`config.mk`:
```
export PLATFORM = sky130hd
export DESIGN_NAME = chm_mod
export DESIGN_NICKNAME = d
export VERILOG_FILES = /design/src/hw/rtl/chm_pkg.sv /design/src/hw/rtl/chm_mod.sv
export SDC_FILE = /design/constraint.sdc
export NUM_CORES = 1
export LEC_CHECK = 0
export ABC_AREA = 1
export BUFFER_PORTS_ARGS = -buffer_cell sky130_fd_sc_hd__buf_4
export CAP_MARGIN = 30
export CELL_PAD_IN_SITES_DETAIL_PLACEMENT = 1
export CELL_PAD_IN_SITES_GLOBAL_PLACEMENT = 1
export CORE_ASPECT_RATIO = 1.1
export CORE_MARGIN = 1
export CORE_UTILIZATION = 40
export DETAILED_ROUTE_END_ITERATION = 10
export HOLD_SLACK_MARGIN = 0.15
export PLACE_DENSITY_LB_ADDON = 0.12
export SYNTH_ARGS = -nofsm -noshare
export SYNTH_HDL_FRONTEND = slang
export SYNTH_SLANG_ARGS = --single-unit
```
`constraint.sdc`:
```
create_clock -name i_clk -period 7.2 [get_ports i_clk]
set_input_delay 0.36 -clock i_clk [delete_from_list [all_inputs] [get_ports i_clk]]
set_output_delay 0.36 -clock i_clk [all_outputs]
set_load 0.02 [all_outputs]
```
`src/hw/rtl/chm_pkg.sv`:
```
package chm_pkg;
    localparam int Buckets    = 256;
    localparam int Capacity   = 1024;
    localparam int IdxW       = 10;
    localparam int PtrW       = 11;
    localparam int BktW       = 8;
    localparam int CntW       = 9;

    localparam logic [1:0] REQ_INSERT = 2'd0;
    localparam logic [1:0] REQ_LOOKUP = 2'd1;
    localparam logic [1:0] REQ_DELETE = 2'd2;
    localparam logic [1:0] REQ_NOP    = 2'd3;

    localparam logic [1:0] ST_OK      = 2'd0;
    localparam logic [1:0] ST_MISS    = 2'd1;
    localparam logic [1:0] ST_FULL    = 2'd2;

    localparam logic [PtrW-1:0] NIL = PtrW'(Capacity);

    typedef struct packed {
        logic start;
        logic busy;
        logic done;
    } t_div_ctl;
endpackage

```
`src/hw/rtl/chm_mod.sv`:
```
// Shift-subtract remainder, one quotient bit per cycle.
module chm_mod
    import chm_pkg::*;
(
    input  logic            i_clk,
    input  logic            i_rst_n,
    input  logic            i_start,
    input  logic [31:0]     i_num,
    input  logic [CntW-1:0] i_den,
    output t_div_ctl        o_ctl,
    output logic [BktW-1:0] o_rem
);
    logic [31:0]     r_num;
    logic [CntW:0]   r_rem;
    logic [5:0]      r_cnt;
    logic            r_busy;
    logic            r_done;
    logic [CntW:0]   n_trial;
    logic [CntW:0]   n_rem;

    always_comb begin
        n_trial = {r_rem[CntW-1:0], r_num[31]};
        n_rem   = (n_trial >= {1'b0, i_den}) ? n_trial - {1'b0, i_den} : n_trial;
    end

    always_ff @(posedge i_clk) begin
        if (!i_rst_n) begin
            r_busy <= 1'b0;
            r_done <= 1'b0;
            r_cnt  <= '0;
        end else begin
            r_done <= 1'b0;
            if (i_start && !r_busy) begin
                r_busy <= 1'b1;
                r_num  <= i_num;
                r_rem  <= '0;
                r_cnt  <= 6'd32;
            end else if (r_busy) begin
                r_rem <= n_rem;
                r_num <= {r_num[30:0], 1'b0};
                r_cnt <= r_cnt - 6'd1;
                if (r_cnt == 6'd1) begin
                    r_busy <= 1'b0;
                    r_done <= 1'b1;
                end
            end
        end
    end

    assign o_ctl = '{start: i_start, busy: r_busy, done: r_done};
    assign o_rem = r_rem[BktW-1:0];
endmodule

```
==> results of run 1 <==
cells by family after synthesis:
group / count (synthesis) / synth area share [%]
adders and majority gates: 12 / 5.55
DFF: 49 / 49.0
AOI/OAI and AO/OA: 10 / 2.16
and+or+nand+nor: 117 / 18.9
muxes: 31 / 12.3
xor gates and xnor gates: 5 / 1.54
buffers and inverters: 63 / 10.6
sequential cells by signal (all words and copies together), names as in the netlist:
register and count:
r_done 1, r_num 32, r_rem 9, r_cnt 6, r_busy 1
worst max-delay path by stage:
stage | endpoint | startpoint | cells after the start
floorplan | r_num[0] | r_busy | 2
finish | r_rem[2] | r_num[31] | 12
global placement | r_rem[8] | i_den[0] | 12
detailed placement | r_rem[2] | r_num[31] | 12
CTS | r_rem[2] | r_num[31] | 12
global route | r_rem[6] | r_num[31] | 12
critical path: stages (launching register included):
cell	delay (ns)
edfxtp_1	0.37
inv_1	0.09
ha_1	0.15
inv_1	0.07
fa_1	0.40
nand2_1	0.09
nand2_2	0.08
nand3_2	0.09
nand2_4	0.07
nand2_4	0.12
nand3_1	0.08
nand2_1	0.07
nor2_1	0.07
cells in the mapped netlist (3+ instances only):
master,instances,area [sq um]
nand2_2,5,31.3
nor2_1,30,113
mux2_2,31,349
inv_1,44,165
inv_2,4,15.0
nand3_1,16,80.1
dfxtp_1,8,160
ha_1,11,138
edfxtp_1,41,1230
buf_4,13,97.6
a21oi_1,8,40.0
nand2_1,53,199
xor2_1,3,26.3
power groups by stage:
| stage | registers (W) | logic [W] | clock network (W) |
|---|---|---|---|
| after floorplan | 0.000354 | 0.000143 | 0 |
| after global placement | 0.000358 | 0.000186 | 0 |
| after detailed placement | 0.000359 | 0.000190 | 0 |
| after CTS | 0.000352 | 0.000191 | 0.000197 |
| after global routing | 0.000355 | 0.000213 | 0.000209 |
| final | 0.000352 | 0.000187 | 0.000190 |
metrics by stage:
stage	cells	area (sq um)	power [W]	hold WS, ns	worst slack (ns)
floorplan	287	2840	0.000497	0.456	4.54
global placement	409	3240	0.000544	0.480	5.24
detailed placement	409	3240	0.000549	0.485	5.18
CTS	417	3350	0.000741	0.324	5.18
global route	417	3350	0.000777	0.322	5.06
finish	417	3350	0.000728	0.329	5.21
routing by layer:
| layer | vias up | GRT usage, % |
|---|---|---|
| li1 | 1013 | - |
| met1 | 927 | 21.0 |
| met2 | 36 | 26.0 |
| met3 | 5 | 3.54 |
| met4 | 0 | 3.95 |
| met5 | - | 0 |
cell type report:
| class | instances | area (sq um) |
|---|---|---|
| multi-input combinational | 175 | 1160 |
| inverter | 48 | 180 |
| timing repair buffer | 55 | 413 |
| tap | 82 | 103 |
| clock inverter | 2 | 33.8 |
| sequential | 49 | 1390 |
| fill | 778 | 3360 |
| clock buffer | 6 | 72.6 |
==> flow_metrics.env, run 1 <==
export IMPL_status="complete, no violations"
export IMPL_wirelength_um=5410
export IMPL_rsz0062_at_grt="false"
export IMPL_holdCritPathClass="primary input to flop"
export IMPL_routabilityCongestion=0.741
export IMPL_grt_pass1_vias=1970
export IMPL_worstReg2RegEnd="r_rem[2]"
export IMPL_cts_root_buf="clkbuf_8"
export IMPL_antenna_found_initial=0
export IMPL_clkSinkCount=49
export IMPL_tns_ns=0
export IMPL_cts_buffers=5
export IMPL_insertion_delay_ns=0.30
export IMPL_path_clk_slew_ns=0.09
export IMPL_layout_nets=390
export IMPL_rr_startpoint="r_num[31]"
export IMPL_vias=1981
export IMPL_wl_per_cell_um=13.0
export IMPL_portBuffers=54
export IMPL_antenna_left=0
export IMPL_clk_path_buf_depth=2
export IMPL_endpoint_kind="flop"
export IMPL_io_pins=55
export IMPL_ys_flop_type="edfxtp_1"
export IMPL_synth_seq_cells=49
export IMPL_synth_cell_type_count=27
export IMPL_hold_viol_final=0
export IMPL_rr_worst_depth=12
export IMPL_internal_power_w=0.000523
export IMPL_skew_ns=0.00716
export IMPL_hpwl_um=4110
export IMPL_tightest_slew_ns=0.931
export IMPL_netlist_area_sq_um=2840
export IMPL_cts_tree="done"
export IMPL_synth_nets=343
export IMPL_grt_overflow_total=0
export IMPL_rows=31
export IMPL_cp_max_fo=10
export IMPL_setup_viol=0
export IMPL_max_cap_violations=0
export IMPL_relSlewSlack_pct=37.7
export IMPL_wl_met2_um=2760
export IMPL_startpoint_type="flop"
export IMPL_core_region_area_sq_um=6710
export IMPL_cts_hold_buf=0
export IMPL_initial_core_util_pct=42.3
export IMPL_slew_violations=0
export IMPL_max_freq_mhz=502
export IMPL_crit_type="flop to flop"
export IMPL_powerDensity_nw_per_um2=217
export IMPL_area_growth_pct=17.9
export IMPL_drive_above_1_share_pct=32.8
export IMPL_ctsResizeCount=0
export IMPL_syn_inst=287
export IMPL_top_layer="met4"
export IMPL_leakagePower_nw=1.55
export IMPL_pwr_share_seq_pct=48.3
export IMPL_antennaDiodeCount=0
export IMPL_drc=0
export IMPL_ys_warn_count=0
export IMPL_min_from="i_rst_n"
export IMPL_drt_met1_wl_um=2370
export IMPL_pwr_share_clk_pct=26.1
export IMPL_ir_worst_vdd_uv=112
export IMPL_drt_vias_per_instance=4.75
export IMPL_switching_share_pct=28.1
export IMPL_reg2reg_setup_slack_ns=5.21
export IMPL_dr_pass1_iters=3
export IMPL_wl_met3_um=216
export IMPL_mostFrequentLayoutCell="buf_4"
export IMPL_chipHeight_um=90.4
export IMPL_synth_edf_count=41
export IMPL_whs_path_depth=3
export IMPL_utilization_pct=49.9
export IMPL_grtUsageTotal_pct=15.9
export IMPL_yosysSeqAreaShare_pct=49.0
export IMPL_pwr_share_comb_pct=25.6
export IMPL_worstPathRequired_ns=7.25
export IMPL_syn_avg_cell_area_sq_um=9.90
export IMPL_layout_common_cells="55 x buf_4, 53 x nand2_1, 44 x inv_1"
export IMPL_power_switching_w=0.000205
export IMPL_whs_endpoint="r_cnt[5]"
export IMPL_synth_async_reset_ratio_pct=0
export IMPL_grt_pass1_wl_um=9150
export IMPL_die_area_sq_um=7440
export IMPL_die_x_um=82.3
export IMPL_period_share_pct=27.6
export IMPL_arrival_ns=2.04
export IMPL_finalCriticalPeriod_ns=1.99
export IMPL_postCtsSetupBuffers=0
export IMPL_drt_iter0_drc=61
export IMPL_grt_max_degree=43
export IMPL_htreeDepth=2
No activity file was read; power rests on OpenSTA's default activity.
==> run 2, diff against run 1 <==
Settings changed: CORE_UTILIZATION 40 to 38.
Clock period 7.2 ns to 1.7 ns, I/O delays scaled along.
==> flow_metrics.env, run 2 (synthesis results as in run 1) <==
export IMPL_cts_root_buf="clkbuf_8"
export IMPL_relSlewSlack_pct=76.8
export IMPL_portBuffers=54
export IMPL_rsz0062_at_grt="true"
export IMPL_ir_worst_vdd_uv=522
export IMPL_multi_input_area_sq_um=1260
export IMPL_hpwl_um=4710
export IMPL_num_fill_cells=799
export IMPL_wirelength_um=6750
export IMPL_crit_type="flop to flop"
export IMPL_drt_iter0_drc=58
export IMPL_wl_per_cell_um=13.9
export IMPL_area_growth_pct=43.2
export IMPL_seqCellArea_sq_um=1390
export IMPL_htreeDepth=2
export IMPL_rows=32
export IMPL_max_freq_mhz=525
export IMPL_hold_viol_final=0
export IMPL_period_share_pct=112
export IMPL_endpoint_kind="flop"
export IMPL_drive_above_1_share_pct=39.3
export IMPL_grt_pass1_wl_um=10700
export IMPL_grt_max_degree=36
export IMPL_cts_buffers=5
export IMPL_skew_ns=0.0112
export IMPL_startpoint_type="flop"
export IMPL_drt_vias_per_instance=4.71
export IMPL_die_x_um=84.4
export IMPL_insertion_delay_ns=0.31
export IMPL_worst_slack_ns=-0.206
export IMPL_tns_ns=-1.59
export IMPL_die_area_sq_um=7820
export IMPL_chipHeight_um=92.7
export IMPL_arrival_ns=2.08
export IMPL_grt_pass1_vias=2397
export IMPL_setup_viol=9
export IMPL_grt_overflow_total=0
export IMPL_status="complete, but fails checks"
export IMPL_cts_tree="done"
export IMPL_path_clk_slew_ns=0.10
export IMPL_place_ws_ns=-0.269
export IMPL_place_area_sq_um=3490
export IMPL_antennaDiodeCount=0
export IMPL_fin_area_sq_um=4070
export IMPL_worstPathRequired_ns=1.88
export IMPL_layout_nets=455
export IMPL_routabilityCongestion=0.732
export IMPL_slew_violations=0
export IMPL_powerDensity_nw_per_um2=819
export IMPL_holdCritPathClass="primary input to flop"
export IMPL_io_pins=55
export IMPL_grtUsageTotal_pct=17.9
export IMPL_initial_core_util_pct=39.9
export IMPL_max_cap_violations=0
export IMPL_antenna_left=0
export IMPL_drc=2
export IMPL_tightest_slew_ns=0.346
export IMPL_layout_common_cells="81 x buf_4, 51 x nand2_1, 42 x inv_1"
export IMPL_core_region_area_sq_um=7130
export IMPL_clkSinkCount=49
export IMPL_cp_max_fo=7
export IMPL_clk_path_buf_depth=2
export IMPL_top_register="r_num"
export IMPL_mostFrequentLayoutCell="buf_4"
export IMPL_leakagePower_nw=1.85
export IMPL_utilization_pct=57.1
export IMPL_violations="design-rule violations, negative setup slack"
export IMPL_largest_register_ffs=32
export IMPL_finalCriticalPeriod_ns=1.91
export IMPL_vias=2282
export IMPL_hold_worst_slack_ns=0.328
export IMPL_largestRegisters="r_num x32, r_rem x9, r_cnt x6"
export IMPL_antenna_found_initial=0
export IMPL_dr_pass1_iters=7
==> run 2: changes by cell type in the layout (fill, tap and decap cells not counted), sizes merged <==
cell | before | now
buf | 55 | 86
inv | 48 | 49
dlygate4sd3 | 0 | 34
bufinv | 1 | 0
==> run 2: cell type report <==
class	count	share of cell area, %
timing repair buffer	120	25.6
multi-input combinational	175	31.0
tap	85	2.62
clock buffer	6	1.78
sequential	49	34.2
clock inverter	2	0.338
inverter	48	4.43
==> run 2: worst paths after layout <==
check / startpoint / endpoint / slack [ns] / cells past startpoint
worst min-delay path: i_den[0] / r_rem[0] / 0.33 / 5
worst max-delay path: r_num[31] / r_rem[1] / -0.21 / 12
worst min register to register: r_cnt[0] / r_cnt[0] / 0.50 / 2
worst max register to register: r_num[31] / r_rem[1] / -0.21 / 12
==> run 2: worst max-delay path, stage by stage, from the launching register on <==
cell and delay (ns):
edfxtp_1 0.41, inv_2 0.09, ha_4 0.13, inv_2 0.04, fa_2 0.34, nand2_2 0.09
nand2_4 0.07, nand3_4 0.08, nand2_4 0.09, a21oi_4 0.16, buf_12 0.14, nor2_1 0.05
nor2_1 0.10
==> run 2: through the flow <==
stage,total power (W),std cells
after floorplan,0.00211,287
after global placement,0.00245,439
after detailed placement,0.00247,439
after CTS,0.00328,483
after global routing,0.00352,485
final,0.00333,485
==> run 2: power by group <==
group / leakage, nW / switching, W / internal, W
Combinational: 1.34 / 0.000548 / 0.000578
Sequential: 0.458 / 0.0000480 / 0.00143
Clock: 0.0456 / 0.000429 / 0.000295
Total: 1.85 / 0.00102 / 0.00231
==> run 2: repair_timing <==
| action | in CTS | in global routing |
|---|---|---|
| endpoints found under the setup margin | 9 | 9 |
| pin swaps | 8 | 5 |
| cloned | 0 | 0 |
| buffers inserted | 2 | 2 |
| hold buffers | 34 | 0 |
| resized for setup | 7 | 13 |
| hold endpoints to repair | 39 | 0 |
==> run 2: layer usage <==
| layer | global-route usage, % | part of all wire (%) | wire [um] | up-vias |
|---|---|---|---|---|
| met3 | 2.94 | 2.0 | 135 | 6 |
| met1 | 19.2 | 41 | 2730 | 1100 |
| met2 | 35.9 | 56 | 3810 | 30 |
| li1 | - | - | - | 1146 |
| met5 | 0 | 0 | 0 | - |
| met4 | 4.66 | 0.99 | 67 | 0 |
==> run 3, diff against run 2 <==
--- a/config.mk
+++ b/config.mk
@@ -13,5 +13,5 @@
 export CORE_ASPECT_RATIO = 1.1
 export CORE_MARGIN = 1
-export CORE_UTILIZATION = 38
+export CORE_UTILIZATION = 40
 export DETAILED_ROUTE_END_ITERATION = 10
 export HOLD_SLACK_MARGIN = 0.15
==> constraint.sdc (replaced) <==
create_clock -name i_clk -period 2.2 [get_ports i_clk]
set_input_delay 0.11 -clock i_clk [delete_from_list [all_inputs] [get_ports i_clk]]
set_output_delay 0.11 -clock i_clk [all_outputs]
set_load 0.005 [all_outputs]
==> flow_metrics.env, run 3 (synthesis results as in run 1) <==
export IMPL_antenna_found_initial=0
export IMPL_layout_common_cells="56 x buf_4, 53 x nand2_1, 44 x inv_1"
export IMPL_gr_usage_met3_pct=3.43
export IMPL_drive_above_1_share_pct=30.5
export IMPL_vias=2138
export IMPL_layout_nets=426
export IMPL_wirelength_um=6600
export IMPL_core_region_area_sq_um=6710
export IMPL_antenna_left=0
export IMPL_rsz0062_at_grt="false"
export IMPL_grt_pass1_wl_um=10800
export IMPL_ir_worst_vdd_uv=533
export IMPL_drt_vias_per_instance=4.72
export IMPL_period_share_pct=88.2
export IMPL_grt_overflow_total=0
export IMPL_die_x_um=82.3
export IMPL_grt_pass1_vias=2332
export IMPL_crit_type="flop to flop"
export IMPL_num_fill_cells=773
export IMPL_ctsResizeCount=0
export IMPL_dr_pass1_iters=4
export IMPL_setup_viol=0
export IMPL_fin_area_sq_um=3690
export IMPL_cts_root_buf="clkbuf_8"
export IMPL_powerDensity_nw_per_um2=629
export IMPL_largestRegisters="r_num x32, r_rem x9, r_cnt x6"
export IMPL_leakagePower_nw=1.70
export IMPL_hpwl_um=4390
export IMPL_internal_power_w=0.00164
export IMPL_hold_worst_slack_ns=0.375
export IMPL_grt_use_met1_pct=20.1
export IMPL_arrival_ns=2.00
export IMPL_tightest_slew_ns=0.364
export IMPL_finalCriticalPeriod_ns=1.94
export IMPL_post_layout_nonfiller_instances=453
export IMPL_htreeDepth=2
export IMPL_routabilityCongestion=0.759
export IMPL_cts_buffers=5
export IMPL_hold_viol_final=0
export IMPL_drc=0
export IMPL_wl_per_cell_um=14.6
export IMPL_switching_share_pct=29.2
export IMPL_max_freq_mhz=515
export IMPL_top_register="r_num"
export IMPL_multi_input_area_sq_um=1160
export IMPL_mostFrequentLayoutCell="buf_4"
export IMPL_antennaDiodeCount=0
export IMPL_tns_ns=0
export IMPL_rows=31
export IMPL_startpoint_type="flop"
export IMPL_place_area_sq_um=3270
export IMPL_drt_iter0_drc=69
export IMPL_pwr_share_clk_pct=22.2
export IMPL_worstPathRequired_ns=2.26
export IMPL_initial_core_util_pct=42.3
export IMPL_utilization_pct=55.0
export IMPL_area_growth_pct=30.0
export IMPL_dp_cells=411
export IMPL_top_usage_layer="met2"
export IMPL_holdCritPathClass="primary input to flop"
export IMPL_skew_ns=0.00645
export IMPL_grt_max_degree=43
export IMPL_grtUsageTotal_pct=19.5
export IMPL_clkSinkCount=49
export IMPL_power_switching_w=0.000679
export IMPL_endpoint_kind="flop"
export IMPL_grt_use_met2_pct=38.4
export IMPL_die_area_sq_um=7440
export IMPL_max_cap_violations=0
export IMPL_relSlewSlack_pct=75.7
export IMPL_chipHeight_um=90.4
export IMPL_pwr_share_comb_pct=28.1
export IMPL_seqCellArea_sq_um=1390
export IMPL_status="complete, no violations"
export IMPL_largest_register_ffs=32
export IMPL_clk_path_buf_depth=2
export IMPL_cp_max_fo=10
export IMPL_path_clk_slew_ns=0.09
export IMPL_insertion_delay_ns=0.30
export IMPL_pwr_share_seq_pct=49.6
export IMPL_io_pins=55
export IMPL_slew_violations=0
export IMPL_cts_tree="done"
export IMPL_portBuffers=54
[run 3: changes by cell type in the layout (fill, tap and decap cells not counted), sizes merged]
cell,change
clkinv,+1
buf,-29
inv,-1
[run 3: timing repair]
action / 4_1_cts / 5_1_grt
hold buffers: 34 / 0
endpoints found under the hold margin: 39 / 0
setup buffers: 0 / 0
[run 3: worst paths after layout]
kind              from        to  slack, ns  cells after the start
max reg2reg  r_num[31]  r_rem[6]       0.26                     12
min reg2reg   r_cnt[1]  r_cnt[1]       0.50                      2
max          r_num[31]  r_rem[6]       0.26                     12
min            i_start  r_cnt[3]       0.38                      5
[run 3: final cells by class]
class | count | area share (%)
clock inverter | 2 | 0.271
multi-input combinational | 175 | 31.3
timing repair buffer | 91 | 21.1
sequential | 49 | 37.7
inverter | 48 | 4.88
clock buffer | 6 | 1.96
tap | 82 | 2.78
[run 3: routing by layer]
layer / routed length [um] / up-vias
met2: 3760 / 34
met1: 2590 / 1005
met4: 65 / 0
li1: - / 1093
met3: 180 / 6
met5: 0 / -
[run 3: power groups by stage]
stage               registers [W]  logic (W)  clock network, W
floorplan                 0.00116   0.000445                 0
global placement          0.00117   0.000591                 0
finish                    0.00115   0.000653          0.000517
detailed placement        0.00117   0.000606                 0
global route              0.00116   0.000735          0.000575
CTS                       0.00115   0.000660          0.000531
[run 3: through the flow]
step / total power (W) / setup WS [ns]
floorplan: 0.00160 / 0.237
global placement: 0.00176 / 0.298
detailed placement: 0.00178 / 0.241
CTS: 0.00234 / 0.237
global route: 0.00247 / 0.0855
finish: 0.00232 / 0.260
[run 3: worst max-delay path: stages, from the launching register on]
cell and delay, ns:
edfxtp_1 0.36, inv_1 0.08, ha_1 0.14, inv_1 0.06, fa_1 0.40, nand2_1 0.09, nand2_2 0.08, nand3_2 0.09
nand2_4 0.07, nand2_4 0.12, nand3_1 0.09, nand2_1 0.08, nor2_1 0.04
